[src/rtl/vvf_pkg.sv]
// Shared types and constants for the vortex velocity field point core.
// Used by the square-root cell, the divider cell and the top level.
`default_nettype none

package vvf_pkg;

   // Field widths.
   localparam int COORD_W  = 9;
   localparam int RADIUS_W = 16;
   localparam int VEL_W    = 16;
   localparam int R2_W     = 19;
   localparam int RQ_W     = 18;

   // Cell chain lengths: one root bit and one quotient bit per cell.
   localparam int SQ_CELLS  = 18;
   localparam int DIV_CELLS = 17;

   localparam int SQ_REM_W  = 35;
   localparam int DIV_REM_W = 43;
   localparam int DIV_DEN_W = 26;

   // Sine polynomial coefficients, Q28.
   localparam logic [30:0] SIN_C1 = 31'd843314857;
   localparam logic [30:0] SIN_C3 = 31'd1387197337;
   localparam logic [30:0] SIN_C5 = 31'd684554447;
   localparam logic [30:0] SIN_C7 = 31'd160863847;
   localparam logic [30:0] SIN_C9 = 31'd22050868;

   // Register indexes of the configuration port.
   typedef enum logic [1:0] {
      REG_CENTER_X     = 2'd0,
      REG_CENTER_Y     = 2'd1,
      REG_SWIRL_RADIUS = 2'd2,
      REG_SPEED_GAIN   = 2'd3
   } reg_index_type;

   // Word handed along the square-root chain.
   typedef struct packed {
      logic [SQ_REM_W-1:0] rem;
      logic [RQ_W-1:0]     root;
   } sqrt_word_type;

   // Word handed along a divider chain.
   typedef struct packed {
      logic [DIV_REM_W-1:0] rem;
      logic [DIV_DEN_W-1:0] den;
      logic [DIV_CELLS-1:0] quo;
   } div_word_type;

   // Per-item side information carried beside the cell chains.
   typedef struct packed {
      logic [COORD_W-1:0] adr;
      logic [COORD_W-1:0] adc;
      logic               dr_neg;
      logic               dc_neg;
      logic               dr_nz;
      logic [R2_W-1:0]    r2;
      logic               in_radius;
      logic               zero;
      logic [RQ_W-1:0]    rq;
      logic [15:0]        u;
      logic [14:0]        u2;
      logic [30:0]        acc;
      logic [16:0]        sq;
      logic [32:0]        ms;
   } item_type;

   // One result word.
   typedef struct packed {
      logic [VEL_W-1:0] vel_x;
      logic [VEL_W-1:0] vel_y;
      logic             in_radius;
   } result_type;

endpackage

`default_nettype wire

[src/rtl/vvf_sqrt_cell.sv]
// One cell of the bit-serial integer square-root chain: settles one root bit.
// Depends on vvf_pkg for the word type.
`default_nettype none

module vvf_sqrt_cell
   import vvf_pkg::*;
(
   input  wire logic          clock,
   input  wire logic          en,
   input  wire logic [4:0]    bit_pos,
   input  wire sqrt_word_type word_i,
   output sqrt_word_type      word_o
);

   sqrt_word_type word_ff;
   sqrt_word_type word_in;
   logic [SQ_REM_W:0] trial;
   logic              take;

   // Adding this bit to the root grows its square by 2*root*2^b + 2^(2b).
   always_comb begin
      trial = ((SQ_REM_W+1)'(word_i.root) << (6'(bit_pos) + 6'd1))
            + ((SQ_REM_W+1)'(1) << {bit_pos, 1'b0});
      take  = {1'b0, word_i.rem} >= trial;
      word_in = word_i;
      if (take) begin
         word_in.rem  = word_i.rem - trial[SQ_REM_W-1:0];
         word_in.root = word_i.root | (RQ_W'(1) << bit_pos);
      end
   end

   always_ff @(posedge clock) begin
      if (en) begin
         word_ff <= word_in;
      end
   end

   assign word_o = word_ff;

endmodule

`default_nettype wire

[config.mk]
export PLATFORM = sky130hd
export DESIGN_NAME = vvf_sqrt_cell
export DESIGN_NICKNAME = d
export VERILOG_FILES = /design/src/rtl/vvf_pkg.sv /design/src/rtl/vvf_sqrt_cell.sv
export SDC_FILE = /design/constraint.sdc
export NUM_CORES = 1
export LEC_CHECK = 0
export BUFFER_PORTS_ARGS = -buffer_cell sky130_fd_sc_hd__buf_2
export CORE_MARGIN = 3
export CORE_UTILIZATION = 64
export CTS_BUF_LIST = sky130_fd_sc_hd__clkbuf_16
export DETAILED_ROUTE_END_ITERATION = 8
export GPL_TIMING_DRIVEN = 1
export PLACE_DENSITY_LB_ADDON = 0.08
export SLEW_MARGIN = 20
export SYNTH_ARGS = -nofsm -noshare
export SYNTH_HDL_FRONTEND = slang
export SYNTH_SLANG_ARGS = --single-unit
[constraint.sdc]
create_clock -name clock -period 13.5 [get_ports clock]
set_input_delay 0.675 -clock clock [delete_from_list [all_inputs] [get_ports clock]]
set_output_delay 0.675 -clock clock [all_outputs]
set_load 0.03 [all_outputs]
Word-level counts from Yosys, hierarchy flattened
Cells that the tools add are included.
{"block": "totals", "ff_bits": 53, "out_inout_bits": 53}
{"block": "classes", "addsub": 3, "n_lt_le_gt_ge": 1, "shift": 3, "n_mux": 1, "bitwise": 1}
{"op": "53-bit 2-to-1 mux", "n": 1}
{"op": "36-bit adder", "n": 1}
{"op": "35-bit by 36-bit greater-or-equal comparator with 1-bit output", "n": 1}
{"op": "1-bit by 6-bit left shift with 36-bit output, first input constant", "n": 1}
{"op": "18-bit by 6-bit left shift with 36-bit output", "n": 1}
{"op": "35-bit subtractor", "n": 1}
{"op": "18-bit OR", "n": 1}
{"op": "1-bit by 5-bit left shift with 18-bit output, first input constant", "n": 1}
{"op": "5-bit by 1-bit adder with 6-bit output, second input constant", "n": 1}

Longest topological paths before layout
{"block": "depth", "ltp_word": 5, "depth_mapped": 35}

Least setup slack after synthesis
Ideal clock, no wire load.
{"block": "synth_timing", "path_type": "input to register", "startpoint": "input bit_pos[0]", "endpoint": "register word_ff, in the netlist word_o[23] (data pin)", "setup_ns": 0.260, "t_arrival_ns": 6.875, "required_time_ns": 13.240, "path_slack_ns": 6.364, "stages": 33, "path_buffers": 4, "cell_sequence": "clkinv_1 -> clkbuf_1 -> ha_1 -> buf_2 -> clkbuf_1 -> nor2_1 -> o2bb2ai_1 -> and3_1 -> ha_1 -> a21oi_1 -> nor2b_1 -> a31oi_1 -> o21bai_1 -> a31o_2 -> a21oi_1 -> o32ai_1 -> a21o_1 -> and3_1 -> o21ai_0 -> xor2_1 -> ha_1 -> nand4_1 -> nor2_1 -> nand4_1 -> o21a_1 -> a41oi_1 -> nor2_1 -> a21oi_1 -> o21ai_0 -> a21oi_2 -> nand3_4 -> buf_6 -> mux2_4"}
{"element": "start: declaration", "line": "vvf_sqrt_cell.sv:10", "text": "input wire logic [4:0] bit_pos,"}
{"element": "end signal: assignment", "line": "vvf_sqrt_cell.sv:34", "text": "word_ff <= word_in;"}
{"element": "end: declaration", "line": "vvf_sqrt_cell.sv:15", "text": "sqrt_word_type word_ff;"}

==> results.json <==
{
  "synth_mux_area_frac": 0.152,
  "grt_pass1_wl_um": 33800,
  "drt-total-wl_um": 21200,
  "min-delay-path-class": "in -> reg",
  "fin_crit_ns": 10.06,
  "first_iter_violations": 770,
  "largest_reg_flops": 53,
  "timing.fmax_mhz": 99.4,
  "drt_pass1_iterations": 5,
  "start_util": 0.669,
  "stdcell_count": 1014,
  "placed_cells": 1006,
  "yosys_warnings": 0,
  "slowest_delay_ns": 0.99,
  "synth_edf_count": 53,
  "cts_setup_buffers": 0,
  "port_buffers": 112,
  "grt_usage": 0.335,
  "antenna_found_initial": 0,
  "outcome": "complete, no violations",
  "yosys.area_share.simple": 0.166,
  "syn_avg_cell_area_um2": 8.92,
  "tightest_slew_ns": 0.937,
  "cts_hold_buf": 0,
  "finalHoldViolCount": 0,
  "worstHoldStart": "word_i[8]",
  "path_class": "in -> reg",
  "cts_inserted_buffers": 5,
  "cts_tree": "done",
  "fin_tns_setup_ns": 0,
  "dp_hpwl_um": 16600,
  "detail-route-antenna-nets": 0,
  "fp.dieH_um": 111,
  "cts.reportedPaths.clkPinSlew_ns": 0.07,
  "cp.arrival_ns": 10.11,
  "period_share": 0.745,
  "synth-xor-area-share": 0.0838,
  "wire_per_inst_um": 21.0,
  "final_area_mm2": 0.00778,
  "ir_worst_vdd_mv": 0.103,
  "layout_commonest_cell": "buf_2",
  "insertedDiodeCount": 0,
  "whs_endpoint": "word_o[8]",
  "placedInstanceArea_mm2": 0.00761,
  "critPathSlowestCell": "ha_2",
  "cts-root-buf": "clkbuf_16",
  "synth_cell_types": 72,
  "dieWidth_um": 111,
  "crit_fanout": 35,
  "critPathCaptureType": "register",
  "whs_path_depth": 2,
  "path_common_cell": "nor2_1",
  "power_uw": 905,
  "layout.nets": 998,
  "synth_top_family_by_area": "compound AO/OA/AOI/OAI gates",
  "p_leak_uw": 0.00346,
  "gp_congestion": 0.981,
  "layout-drive-gt1-share": 0.213,
  "cts_resized": 0,
  "slew_headroom": 0.375,
  "viasPerCell": 6.77,
  "powerDensity_mw_per_mm2": 116,
  "worst_setup_path_start_kind": "input pin",
  "synth_compound_area_frac": 0.224,
  "syn_to_final_growth_pct": 11.1,
  "pin_count": 113,
  "cap_violations": 0,
  "ys_ff_latch": 53,
  "cts.path.max_buffers": 2,
  "crit_required_ns": 13.55,
  "vias": 6865,
  "clock_sinks": 53,
  "route.detailed.drc": 0,
  "synth_area_mm2": 0.00700,
  "fp.coreArea_mm2": 0.0105,
  "yosys.area_share.adder": 0.110,
  "cts.htree.levels": 2,
  "rsz0062_at_grt": "false",
  "synth_fp_nets": 906,
  "grt_overflow": 0,
  "syn-instance-count": 785,
  "maxSlewViolCount": 0,
  "grt_max_degree": 54,
  "grt_pass1_vias": 6645,
  "synth_seq_area_share": 0.227,
  "ys_async_sr_fraction": 0,
  "std_cell_rows": 37,
  "post-route-util": 0.744,
  "synth_top_flop_cell": "edfxtp_1",
  "setup_violations": 0,
  "dieArea_mm2": 0.0122,
  "final_cell_mix": "buf_2, nor2_1, ha_1"
}
-- kinds of logic after synthesis --
group / Yosys count
mux: 82
simple gates: 245
buf+inv: 57
compound gates: 223
xor+xnor: 64
flops: 53
fa+ha+maj: 61
-- worst max-delay path by stage --
| stage | startpoint | endpoint |
|---|---|---|
| after floorplan | bit_pos[0] | word_o[23] |
| after global placement | bit_pos[0] | word_o[25] |
| after detailed placement | bit_pos[0] | word_o[25] |
| after CTS | bit_pos[0] | word_o[25] |
| after global routing | bit_pos[0] | word_o[25] |
| final | bit_pos[0] | word_o[25] |
-- cell type report --
class                   count  area, um^2
repair buffers            117         601
fillers                   784        2680
clock buffers               5         125
clock inverters             3        37.5
flip-flops and latches     53        1590
inverters                  25        93.8
multi-input cells         675        5160
well taps                 136         170
-- critical path: cells and delay by family --
| family | cells | cell delay [ns] |
|---|---|---|
| AO/OA/AOI/OAI | 13 | 3.52 |
| AND/OR/NAND/NOR | 8 | 1.89 |
| adder cells (fa/ha/maj) | 3 | 1.75 |
| multiplexers | 3 | 1.10 |
| buffers and inverters | 2 | 1.00 |
| XOR/XNOR | 1 | 0.10 |
-- synth_stat cells, types with 11 or more instances --
cell type	n	area, um^2
a21oi_1	56	280
clkbuf_1	19	71.3
edfxtp_1	53	1590
nor2_1	83	312
a41o_1	18	180
inv_1	23	86.3
xnor2_1	40	350
nor2b_1	11	68.8
mux2_4	28	420
xor2_1	22	193
o21ai_0	26	130
nand2b_1	11	68.8
nand3_1	26	130
nor3_1	11	55.1
and2_1	13	81.3
mux2_2	13	146
a21o_1	27	203
mux2i_1	34	340
nand2_1	56	210
ha_1	60	751
-- where the power goes --
part           internal (uW)  total [uW]  switching (uW)
logic                    215         530             314
clock network           86.4         148            61.2
registers                221         228            6.90
-- through the flow --
stage / hold slack [ns] / setup slack (ns)
final: 0.680 / 3.44
after global routing: 0.693 / 2.92
after CTS: 0.678 / 3.27
after detailed placement: 0.987 / 2.98
after global placement: 0.984 / 3.33
after floorplan: 0.787 / 6.36
-- layer usage --
| metal | wire length [um] | part of all wire | global-route usage |
|---|---|---|---|
| met1 | 8650 | 0.41 | 0.427 |
| met3 | 1760 | 0.083 | 0.0532 |
| met4 | 798 | 0.038 | 0.132 |
| met5 | 0 | 0 | 0 |
| met2 | 10000 | 0.47 | 0.568 |
(Power assumes the default switching activity.)
