==> src/rtl/vvf_pkg.sv <==
// Shared types and constants for the vortex velocity field point core.
// Used by the square-root cell, the divider cell and the top level.
`default_nettype none

package vvf_pkg;

   // Field widths.
   localparam int COORD_W  = 9;
   localparam int RADIUS_W = 16;
   localparam int VEL_W    = 16;
   localparam int R2_W     = 19;
   localparam int RQ_W     = 18;

   // Cell chain lengths: one root bit and one quotient bit per cell.
   localparam int SQ_CELLS  = 18;
   localparam int DIV_CELLS = 17;

   localparam int SQ_REM_W  = 35;
   localparam int DIV_REM_W = 43;
   localparam int DIV_DEN_W = 26;

   // Sine polynomial coefficients, Q28.
   localparam logic [30:0] SIN_C1 = 31'd843314857;
   localparam logic [30:0] SIN_C3 = 31'd1387197337;
   localparam logic [30:0] SIN_C5 = 31'd684554447;
   localparam logic [30:0] SIN_C7 = 31'd160863847;
   localparam logic [30:0] SIN_C9 = 31'd22050868;

   // Register indexes of the configuration port.
   typedef enum logic [1:0] {
      REG_CENTER_X     = 2'd0,
      REG_CENTER_Y     = 2'd1,
      REG_SWIRL_RADIUS = 2'd2,
      REG_SPEED_GAIN   = 2'd3
   } reg_index_type;

   // Word handed along the square-root chain.
   typedef struct packed {
      logic [SQ_REM_W-1:0] rem;
      logic [RQ_W-1:0]     root;
   } sqrt_word_type;

   // Word handed along a divider chain.
   typedef struct packed {
      logic [DIV_REM_W-1:0] rem;
      logic [DIV_DEN_W-1:0] den;
      logic [DIV_CELLS-1:0] quo;
   } div_word_type;

   // Per-item side information carried beside the cell chains.
   typedef struct packed {
      logic [COORD_W-1:0] adr;
      logic [COORD_W-1:0] adc;
      logic               dr_neg;
      logic               dc_neg;
      logic               dr_nz;
      logic [R2_W-1:0]    r2;
      logic               in_radius;
      logic               zero;
      logic [RQ_W-1:0]    rq;
      logic [15:0]        u;
      logic [14:0]        u2;
      logic [30:0]        acc;
      logic [16:0]        sq;
      logic [32:0]        ms;
   } item_type;

   // One result word.
   typedef struct packed {
      logic [VEL_W-1:0] vel_x;
      logic [VEL_W-1:0] vel_y;
      logic             in_radius;
   } result_type;

endpackage

`default_nettype wire

==> src/rtl/vvf_div_cell.sv <==
// One cell of a restoring divider chain: settles one quotient bit.
// Depends on vvf_pkg for the word type.
`default_nettype none

module vvf_div_cell
   import vvf_pkg::*;
(
   input  wire logic         clock,
   input  wire logic         en,
   input  wire logic [4:0]   bit_pos,
   input  wire div_word_type word_i,
   output div_word_type      word_o
);

   div_word_type         word_ff;
   div_word_type         word_in;
   logic [DIV_REM_W-1:0] den_sh;

   // Subtract the divisor at this bit weight when it fits.
   always_comb begin
      den_sh  = DIV_REM_W'(word_i.den) << bit_pos;
      word_in = word_i;
      if (word_i.rem >= den_sh) begin
         word_in.rem = word_i.rem - den_sh;
         word_in.quo = word_i.quo | (DIV_CELLS'(1) << bit_pos);
      end
   end

   always_ff @(posedge clock) begin
      if (en) begin
         word_ff <= word_in;
      end
   end

   assign word_o = word_ff;

endmodule

`default_nettype wire

==> config.mk <==
export PLATFORM = sky130hd
export DESIGN_NAME = vvf_div_cell
export DESIGN_NICKNAME = d
export VERILOG_FILES = /design/src/rtl/vvf_pkg.sv /design/src/rtl/vvf_div_cell.sv
export SDC_FILE = /design/constraint.sdc
export NUM_CORES = 1
export LEC_CHECK = 0
export BUFFER_PORTS_ARGS = -buffer_cell sky130_fd_sc_hd__buf_2
export CAP_MARGIN = 20
export CORE_ASPECT_RATIO = 1.25
export CORE_UTILIZATION = 30
export CTS_BUF_LIST = sky130_fd_sc_hd__clkbuf_16
export DETAILED_ROUTE_END_ITERATION = 8
export PLACE_DENSITY = 0.58
export SYNTH_ARGS = -nofsm -noshare
export SYNTH_HDL_FRONTEND = slang
export SYNTH_SLANG_ARGS = --single-unit
==> constraint.sdc <==
create_clock -name clock -period 8.1 [get_ports clock]
set_clock_uncertainty 0.05 [all_clocks]
set_input_delay 2.43 -clock clock [delete_from_list [all_inputs] [get_ports clock]]
set_output_delay 2.43 -clock clock [all_outputs]
set_load 0.03 [all_outputs]
# After elaboration in Yosys (flattened, before gate mapping)
# Index checks and enable logic that the tools add are counted.
[totals]
reg_bits = 86
latchBits = 0
ram_bits = 0
romBits = 0
in_bits = 93
out_inout_bits = 86
word_cells = 10
n_memories = 0
[op_classes]
add_sub_neg = 1
mul = 0
n_div = 0
magnitude_cmp = 1
n_eq_ne = 0
shifts = 2
muxes = 2
bitwise_logic = 1
reduce_logical = 0
[ops]
columns = ["cell", "count"]
rows = [
  ["$ge 43x43->1", 1],
  ["$mux 43", 1],
  ["$shl 26x5->43", 1],
  ["$sub 43x43->43", 1],
  ["$mux 17", 1],
  ["$or 17x17->17", 1],
  ["$shl 1x5->17 const A", 1],
]

# Depth between registers and ports, before layout
# Gate-level depths: netlist of run 1.
[logic_depth]
ltp_word = 3
depth_mapped = 23

# Worst setup path before layout of run 1
# No wires, ideal clock.
[synth_timing]
path_type = "input -> register"
startpoint = "in bit_pos[0]"
endpoint = "reg word_ff, in the netlist word_o[44], data pin"
arrival_ps = 6343
required_time_ps = 7788
slack_ps = 1445
path_stages = 15
path_cell_list = "buf_2 clkbuf_1 buf_1 nand3_1 mux2_2 mux4_2 ha_1 buf_2 a21o_1 a2111oi_0 a21oi_1 a31o_2 a41o_2 buf_6 mux2_1"
[synth_lines]
columns = ["element", "line_no", "rtl"]
rows = [
  ["start, declared", "vvf_div_cell.sv:10", "input wire logic [4:0] bit_pos,"],
  ["end signal, assigned", "vvf_div_cell.sv:31", "word_ff <= word_in;"],
  ["end, declared", "vvf_div_cell.sv:15", "div_word_type word_ff;"],
]

==> results of run 1 <==
==> stage by stage <==
step	hold slack, ps	power [mW]
after CTS	2220	1.77
final	2240	1.76
after global placement	2600	1.37
after floorplan	2480	1.16
after detailed placement	2600	1.37
after global routing	2230	1.86
==> layer usage <==
layer	wire length, microns	up-vias	part of all wire (%)	track usage [%]
li1	-	3237	-	-
met1	10000	3081	43	22.8
met2	11300	215	49	31.6
met3	1180	40	5.1	3.59
met4	629	0	2.7	7.30
met5	0	-	0	0
==> worst max path at each step <==
stage	endpoint	slack, ps	cells past startpoint
2_1_floorplan	word_o[44]	1450	15
6_report	word_o[44]	710	16
3_3_place_gp	word_o[51]	470	16
5_1_grt	word_o[44]	310	16
4_1_cts	word_o[44]	730	16
3_5_place_dp	word_o[44]	370	16
==> power by group <==
group | total [mW] | internal, mW | switching, mW
registers | 0.585 | 0.569 | 0.0159
clock network | 0.392 | 0.208 | 0.184
logic | 0.780 | 0.283 | 0.497
total | 1.76 | 1.06 | 0.697
==> layout by cell type (no fill, tap or decap), types with 14 or more instances in the layout <==
cell,count
a21o_1,23
a21oi_1,78
buf_2,177
edfxtp_1,86
ha_1,44
inv_1,18
mux2i_1,33
nand2_1,75
nand3_1,18
nor2_1,75
nor3_1,14
o21ai_0,39
xnor2_1,21
xor2_1,18
==> critical path, cell delays in order <==
cell and delay, ps:
buf_2 660, mux2_2 420, o21ai_0 250, o32a_1 310
nor2_1 50, o21ai_0 380, ha_1 310, and4_1 250
nand3_1 120, a2111oi_2 430, nor3_1 140, o21ai_1 180
a31o_2 220, a41o_2 570, buf_12 310, mux2_1 360
==> kinds of logic (layout without fill, tap and decap cells) <==
logic type | Yosys count | count (layout) | share of synthesized area [%]
compound gates | 243 | 243 | 22.3
buf+inv | 69 | 221 | 4.28
other cells | 0 | 2 | 0
flops | 86 | 86 | 34.9
simple gates | 235 | 235 | 14.5
fa+ha+maj | 45 | 45 | 7.71
xor+xnor | 39 | 39 | 4.62
mux | 68 | 68 | 11.7
==> layout make-up <==
type,instances,area (sq um),share of cell area (%)
multi-input cells,630,4500,51.0
repair buffers,186,986,11.2
clock inverters,7,48.8,0.553
well taps,325,407,4.61
flip-flops and latches,86,2580,29.3
inverters,19,71.3,0.808
diodes,2,5.00,0.0567
clock buffers,9,225,2.55
==> flow_summary.ini, run 1 <==
[cts]
cts-htree-levels = 3
root_buffer = clkbuf_16
numCtsBuffers = 9
ctsResizeCount = 0
path_clk_slew_ps = 70
cts_max_path_buffers = 2
numClockSinks = 86
post_cts_buffers = 0
cts_tree = done
holdBufCountCts = 0

[sta]
hold_violations = 0
fin_crit_sh_pct = 91.3
final_max_slew_viol_count = 0
max_freq_mhz = 135
finalSetupViolCount = 0
tightest_slew_ps = 872
slew_headroom_pct = 41.8
setup_ws_ps = 707
rsz0062_at_grt = no
finalSetupTns_ps = 0
min_period_ps = 7390

[min_path]
holdCritStartpoint = word_i[19]
hold_depth = 1
hold_path.class = input port to flip-flop
worstHoldEndpoint = word_o[19]

[floorplanning]
design.core.area_sq_um = 24000
die_h_microns = 178
die_area_sq_um = 25300
initial_core_util_pct = 30.9
die_w_microns = 142
rows = 63
ios = 179

[final_layout]
stdcell_count = 1264
fillCellCount = 2506
largest_register_ffs = 86
area_growth_pct = 19.3
drive_gt1_share_pct = 28.3
final_util_pct = 36.8
design_area_sq_um = 8820
nets = 1070

[logic_synthesis]
synth_top_area_share_pct = 34.9
synth_cell_types = 64
synth.most_common_cell = edfxtp_1
syn_avg_cell_area_sq_um = 9.42
ys_ff_latch = 86
syn-num-nets = 923
ys.flop_type = edfxtp_1
ys_top_cells_by_area = edfxtp_1, ha_1, a21oi_1
yosysTopAreaCell = edfxtp_1
synthesis.instances = 785
synth-seq-area-share_pct = 34.9
ys_warn_count = 0
async_reset_ff_share_pct = 0
netlist_top_cells_count = edfxtp_1, a21oi_1, nand2_1, nor2_1, ha_1
synth_edf_count = 86
syn_area_sq_um = 7400

[global_route]
grt_overflow = 0
grt_max_degree = 87
grt_pass1_wl_microns = 34900
grt_usage_pct = 18.5
antenna_found_initial = 1
grt_pass1_vias = 6207

[placed_design]
gp_congestion = 0.915
preCtsSetupSlack_ps = 368
dpl.hpwl_microns = 18200
port_buffers = 178
place_area_sq_um = 8520
dpl.cell_count = 1245

[drt]
wl_microns = 23200
drtIter0Drc = 513
dr_total_vias = 6573
drc = 0
wl_per_cell_microns = 18.3
ant_nets = 0
detail_route.first_pass.iterations = 5
avgViaCountPerCell = 5.20

[setup_path]
crit_path_start = bit_pos[1]
endpoint_kind = flip-flop
crit_arrival_ps = 7450
start_kind = input port
cp.required_ps = 8160
path_class = input port to flip-flop
critPathMaxFanout = 49

[power_and_ir_drop]
pwr_density_cell_nw_per_um2 = 199
max-vdd-ir-drop_mv = 0.0819
p_leak_nw = 3.69

[status]
status = completed

[run]
cap_viol_max_count = 0
Note: power is estimated with default switching activity, not from simulation.
==> run 2, diff against run 1 <==
Settings changed: BUFFER_PORTS_ARGS -buffer_cell sky130_fd_sc_hd__buf_2 to default, DONT_BUFFER_PORTS from default to 1, PLACE_DENSITY 0.58 to 0.52, REMOVE_ABC_BUFFERS from default to 1, SKIP_LAST_GASP from default to 1.
==> run 2 against run 1 <==
Compared with the run above: first-iteration DRC count decreased by 27%; flip-flop and latch count unchanged; critical endpoint is now word_o[46]; sequential power increased by 23%; largest cell class unchanged.
==> flow_summary.ini, run 2 (synthesis gave the netlist of run 1 again) <==
[global_route]
antenna_found_initial = 0
grt_overflow = 0
grt_max_degree = 87
grt_usage_pct = 18.1
grt_pass1_vias = 5854
grt_pass1_wl_microns = 34200

[drt]
detail_route.first_pass.iterations = 5
wl_per_cell_microns = 20.8
drtIter0Drc = 374
dr_total_vias = 5861
ant_nets = 0
avgViaCountPerCell = 5.44
wl_microns = 22500
drc = 0

[cts]
numCtsBuffers = 9
root_buffer = clkbuf_16
cts_max_path_buffers = 2
ctsResizeCount = 0
post_cts_buffers = 0
cts_tree = done
path_clk_slew_ps = 70
holdBufCountCts = 0
cts-htree-levels = 3
numClockSinks = 86

[floorplanning]
die_area_sq_um = 25300
rows = 63
ios = 179
design.core.area_sq_um = 24000
initial_core_util_pct = 30.9
die_w_microns = 142
die_h_microns = 178

[min_path]
worstHoldEndpoint = word_o[42]
hold_path.class = input port to flip-flop
holdCritStartpoint = word_i[42]
hold_depth = 0

[final_layout]
design_area_sq_um = 7870
area_growth_pct = 6.33
layout_commonest_cell = edfxtp_1
final_cell_mix = edfxtp_1, a21oi_1, nor2_1, nand2_1, ha_1
diodes = 0
drive_gt1_share_pct = 10.8
nets = 886
largest_register_ffs = 86

[setup_path]
crit_buf_inv = 1
path_class = input port to flip-flop
cp.required_ps = 8150
start_kind = input port
critical-path-slowest-cell = a41o_4
endpoint_kind = flip-flop
critPathMaxFanout = 86
crit_path_cell_trace = inv_1, mux2_2, mux4_2, ha_1, nand4_1, nor3_1, nand2_1, nor4_1, nor2_1, o21ai_1, a41o_4, mux2_1
crit_arrival_ps = 7030
worst_path_dominant_cell_family = multiplexers
slowest_delay_ps = 790

[placed_design]
port_buffers = 0
gp_congestion = 0.920
place_area_sq_um = 7580
preCtsSetupSlack_ps = 785
dpl.hpwl_microns = 17600

[sta]
min_period_ps = 6980
slew_headroom_pct = 33.0
rsz0062_at_grt = no
setup_ws_ps = 1120
finalSetupTns_ps = 0
max_freq_mhz = 143
final_max_slew_viol_count = 0
finalSetupViolCount = 0
fin_crit_sh_pct = 86.2
tightest_slew_ps = 1000
hold_violations = 0

[run]
cap_viol_max_count = 0

[power_and_ir_drop]
combPwrFrac_pct = 32.6
p_seq_share_pct = 43.4
pwr_density_cell_nw_per_um2 = 211
p_clk_share_pct = 24.0
p_int_mw = 1.01
p_switching_mw = 0.648
p_leak_nw = 2.95
max-vdd-ir-drop_mv = 0.108
swShare_pct = 39.1

[status]
status = completed
run 2: changes by cell type in the layout (fill, tap and decap cells not counted):
| cell | before | now |
|---|---|---|
| a41o_2 | 1 | 0 |
| a41o_4 | 0 | 1 |
| buf_12 | 1 | 0 |
| buf_16 | 1 | 0 |
| buf_2 | 177 | 0 |
| buf_4 | 7 | 2 |
| clkinv_1 | 1 | 0 |
| clkinv_2 | 1 | 0 |
| clkinvlp_4 | 3 | 2 |
| diode_2 | 2 | 0 |
| inv_1 | 18 | 19 |
| inv_6 | 2 | 3 |
| inv_8 | 0 | 1 |
run 2: layout make-up:
type,count,area (sq um)
Clock inverter,7,56.3
Multi-Input combinational cell,630,4510
Sequential cell,86,2580
Clock buffer,9,225
Fill cell,2544,16100
Timing Repair Buffer,2,15.0
Inverter,19,71.3
Tap cell,325,407
run 2: stage by stage:
stage | hold WS [ps] | util [%] | cells | total power, mW
finish | 2110 | 32.8 | 1078 | 1.66
floorplan | 2480 | - | 735 | 1.13
global route | 2100 | 32.8 | 1078 | 1.75
detailed placement | 2480 | 31.6 | 1062 | 1.27
CTS | 2100 | 32.8 | 1078 | 1.68
global placement | 2480 | 31.6 | 1062 | 1.27
run 2: metal layers:
metal | part of all wire (%) | up-vias | global-route usage (%)
li1 | - | 2883 | -
met1 | 41 | 2725 | 21.1
met5 | 0 | - | 0
met3 | 6.7 | 32 | 4.67
met4 | 2.8 | 0 | 7.57
met2 | 49 | 221 | 31.3
run 2: how the worst max path moves through the flow:
stage,end,from,cells past startpoint
after floorplan,word_o[44],bit_pos[2],10
after global placement,word_o[47],bit_pos[2],12
after detailed placement,word_o[46],bit_pos[2],12
after CTS,word_o[46],bit_pos[2],12
after global routing,word_o[48],bit_pos[2],12
final,word_o[46],bit_pos[2],12
run 2: power by group through the flow:
stage                     sequential (mW)  clock (mW)  combinational (mW)
final                               0.721       0.398               0.542
after global routing                0.728       0.423               0.598
after CTS                           0.723       0.411               0.541
after detailed placement            0.731           0               0.534
after global placement              0.734           0               0.540
after floorplan                     0.719           0               0.414
==> run 3, diff against run 2 <==
Clock period 8.1 ns to 8.4 ns, I/O delays scaled along.
==> run 3 against run 2 <==
Compared with the run above: die area unchanged; sequential power fell by 3.6%; worst setup slack gained 170 ps; first-iteration DRC count is 5.6% higher; sequential share of layout area fell by 0.094 points; power fell by 1.5%; core utilization grew 0.094 points; critical endpoint is now word_o[44]; cell area grew 0.29%; flip-flop and latch count stayed put; wire length grew 1.4%; critical path depth unchanged; non-clock buffer count stayed put.
==> flow_summary.ini, run 3 (synthesis gave the netlist of run 1 again) <==
[global_route]
grt_overflow = 0
antenna_found_initial = 0
grt_usage_pct = 18.4
grt_max_degree = 87
grt_pass1_vias = 5845
grt_pass1_wl_microns = 34700

[final_layout]
layout_commonest_cell = edfxtp_1
final_util_pct = 32.9
area_growth_pct = 6.63
drive_gt1_share_pct = 10.8
fillCellCount = 2513
diodes = 0
nets = 886
final_cell_mix = edfxtp_1, a21oi_1, nor2_1, nand2_1, ha_1
largest_register_ffs = 86

[run]
cap_viol_max_count = 0

[floorplanning]
die_w_microns = 142
die_area_sq_um = 25300
ios = 179
design.core.area_sq_um = 24000
die_h_microns = 178
rows = 63
initial_core_util_pct = 30.9

[drt]
detail_route.first_pass.iterations = 5
drtIter0Drc = 395
wl_per_cell_microns = 21.1
wl_microns = 22800
avgViaCountPerCell = 5.44
dr_total_vias = 5859
ant_nets = 0
drc = 0

[cts]
holdBufCountCts = 0
numCtsBuffers = 9
ctsResizeCount = 0
numClockSinks = 86
cts-htree-levels = 3
post_cts_buffers = 0
path_clk_slew_ps = 70
root_buffer = clkbuf_16
cts_max_path_buffers = 2
cts_tree = done

[sta]
min_period_ps = 7110
tightest_slew_ps = 1010
slew_headroom_pct = 32.6
finalSetupTns_ps = 0
fin_crit_sh_pct = 84.7
max_freq_mhz = 141
rsz0062_at_grt = no
finalSetupViolCount = 0
final_max_slew_viol_count = 0
hold_violations = 0

[placed_design]
port_buffers = 0
gp_congestion = 0.931
dpl.hpwl_microns = 17700

[power_and_ir_drop]
pwr_density_cell_nw_per_um2 = 207
max-vdd-ir-drop_mv = 0.0955
p_leak_nw = 2.96
power_mw = 1.64

[setup_path]
endpoint_kind = flip-flop
start_kind = input port
crit_arrival_ps = 7170
cp.required_ps = 8460
critPathMaxFanout = 86
path_class = input port to flip-flop

[status]
status = completed

[min_path]
hold_path.class = input port to flip-flop
-- run 3: cell types whose count changed in the layout (fill, tap and decap cells not counted) --
cell	change
bufinv_16	+1
clkinv_1	+1
clkinv_4	+1
clkinvlp_4	-1
inv_1	-1
inv_6	-1
-- run 3: layout make-up --
| cell class | instances | area (sq um) | share of cell area, % |
|---|---|---|---|
| Clock inverter | 7 | 78.8 | 0.999 |
| Sequential cell | 86 | 2580 | 32.7 |
| Timing Repair Buffer | 2 | 15.0 | 0.190 |
| Inverter | 19 | 71.3 | 0.904 |
| Clock buffer | 9 | 225 | 2.86 |
| Multi-Input combinational cell | 630 | 4510 | 57.2 |
| Tap cell | 325 | 407 | 5.16 |
-- run 3: final timing paths --
check	cells past startpoint	startpoint	end
max	12	bit_pos[2]	word_o[44]
min	0	word_i[42]	word_o[42]
-- run 3: metrics by stage --
| step | std cells | area, sq um | setup WS [ps] | hold slack, ps |
|---|---|---|---|---|
| finish | 1078 | 7890 | 1290 | 2200 |
| CTS | 1078 | 7890 | 1250 | 2180 |
| global route | 1078 | 7890 | 989 | 2180 |
| detailed placement | 1062 | 7580 | 894 | 2570 |
| global placement | 1062 | 7580 | 950 | 2570 |
| floorplan | 735 | 7150 | 1550 | 2570 |
-- run 3: per-layer routing --
metal / track usage [%] / wire (microns) / up-vias
met5: 0 / 0 / -
met1: 21.7 / 9190 / 2747
met2: 31.5 / 11300 / 198
met4: 6.72 / 595 / 0
li1: - / - / 2878
met3: 5.02 / 1650 / 36
-- run 3: worst max-delay path, cell delays in order --
cell and delay (ps):
inv_1 710, mux2_2 440, mux4_2 520, ha_1 460, nand4_1 200, nor3_1 410
nand2_1 130, nor4_1 270, nor2_1 60, o21ai_1 160, a41o_4 790, mux2_1 400
-- run 3: power breakdown --
part	switching [mW]	leakage (nW)	internal (mW)	total, mW
clock network	0.183	0.146	0.234	0.417
registers	0.140	0.843	0.555	0.695
logic	0.307	1.97	0.216	0.523
total	0.630	2.96	1.01	1.64
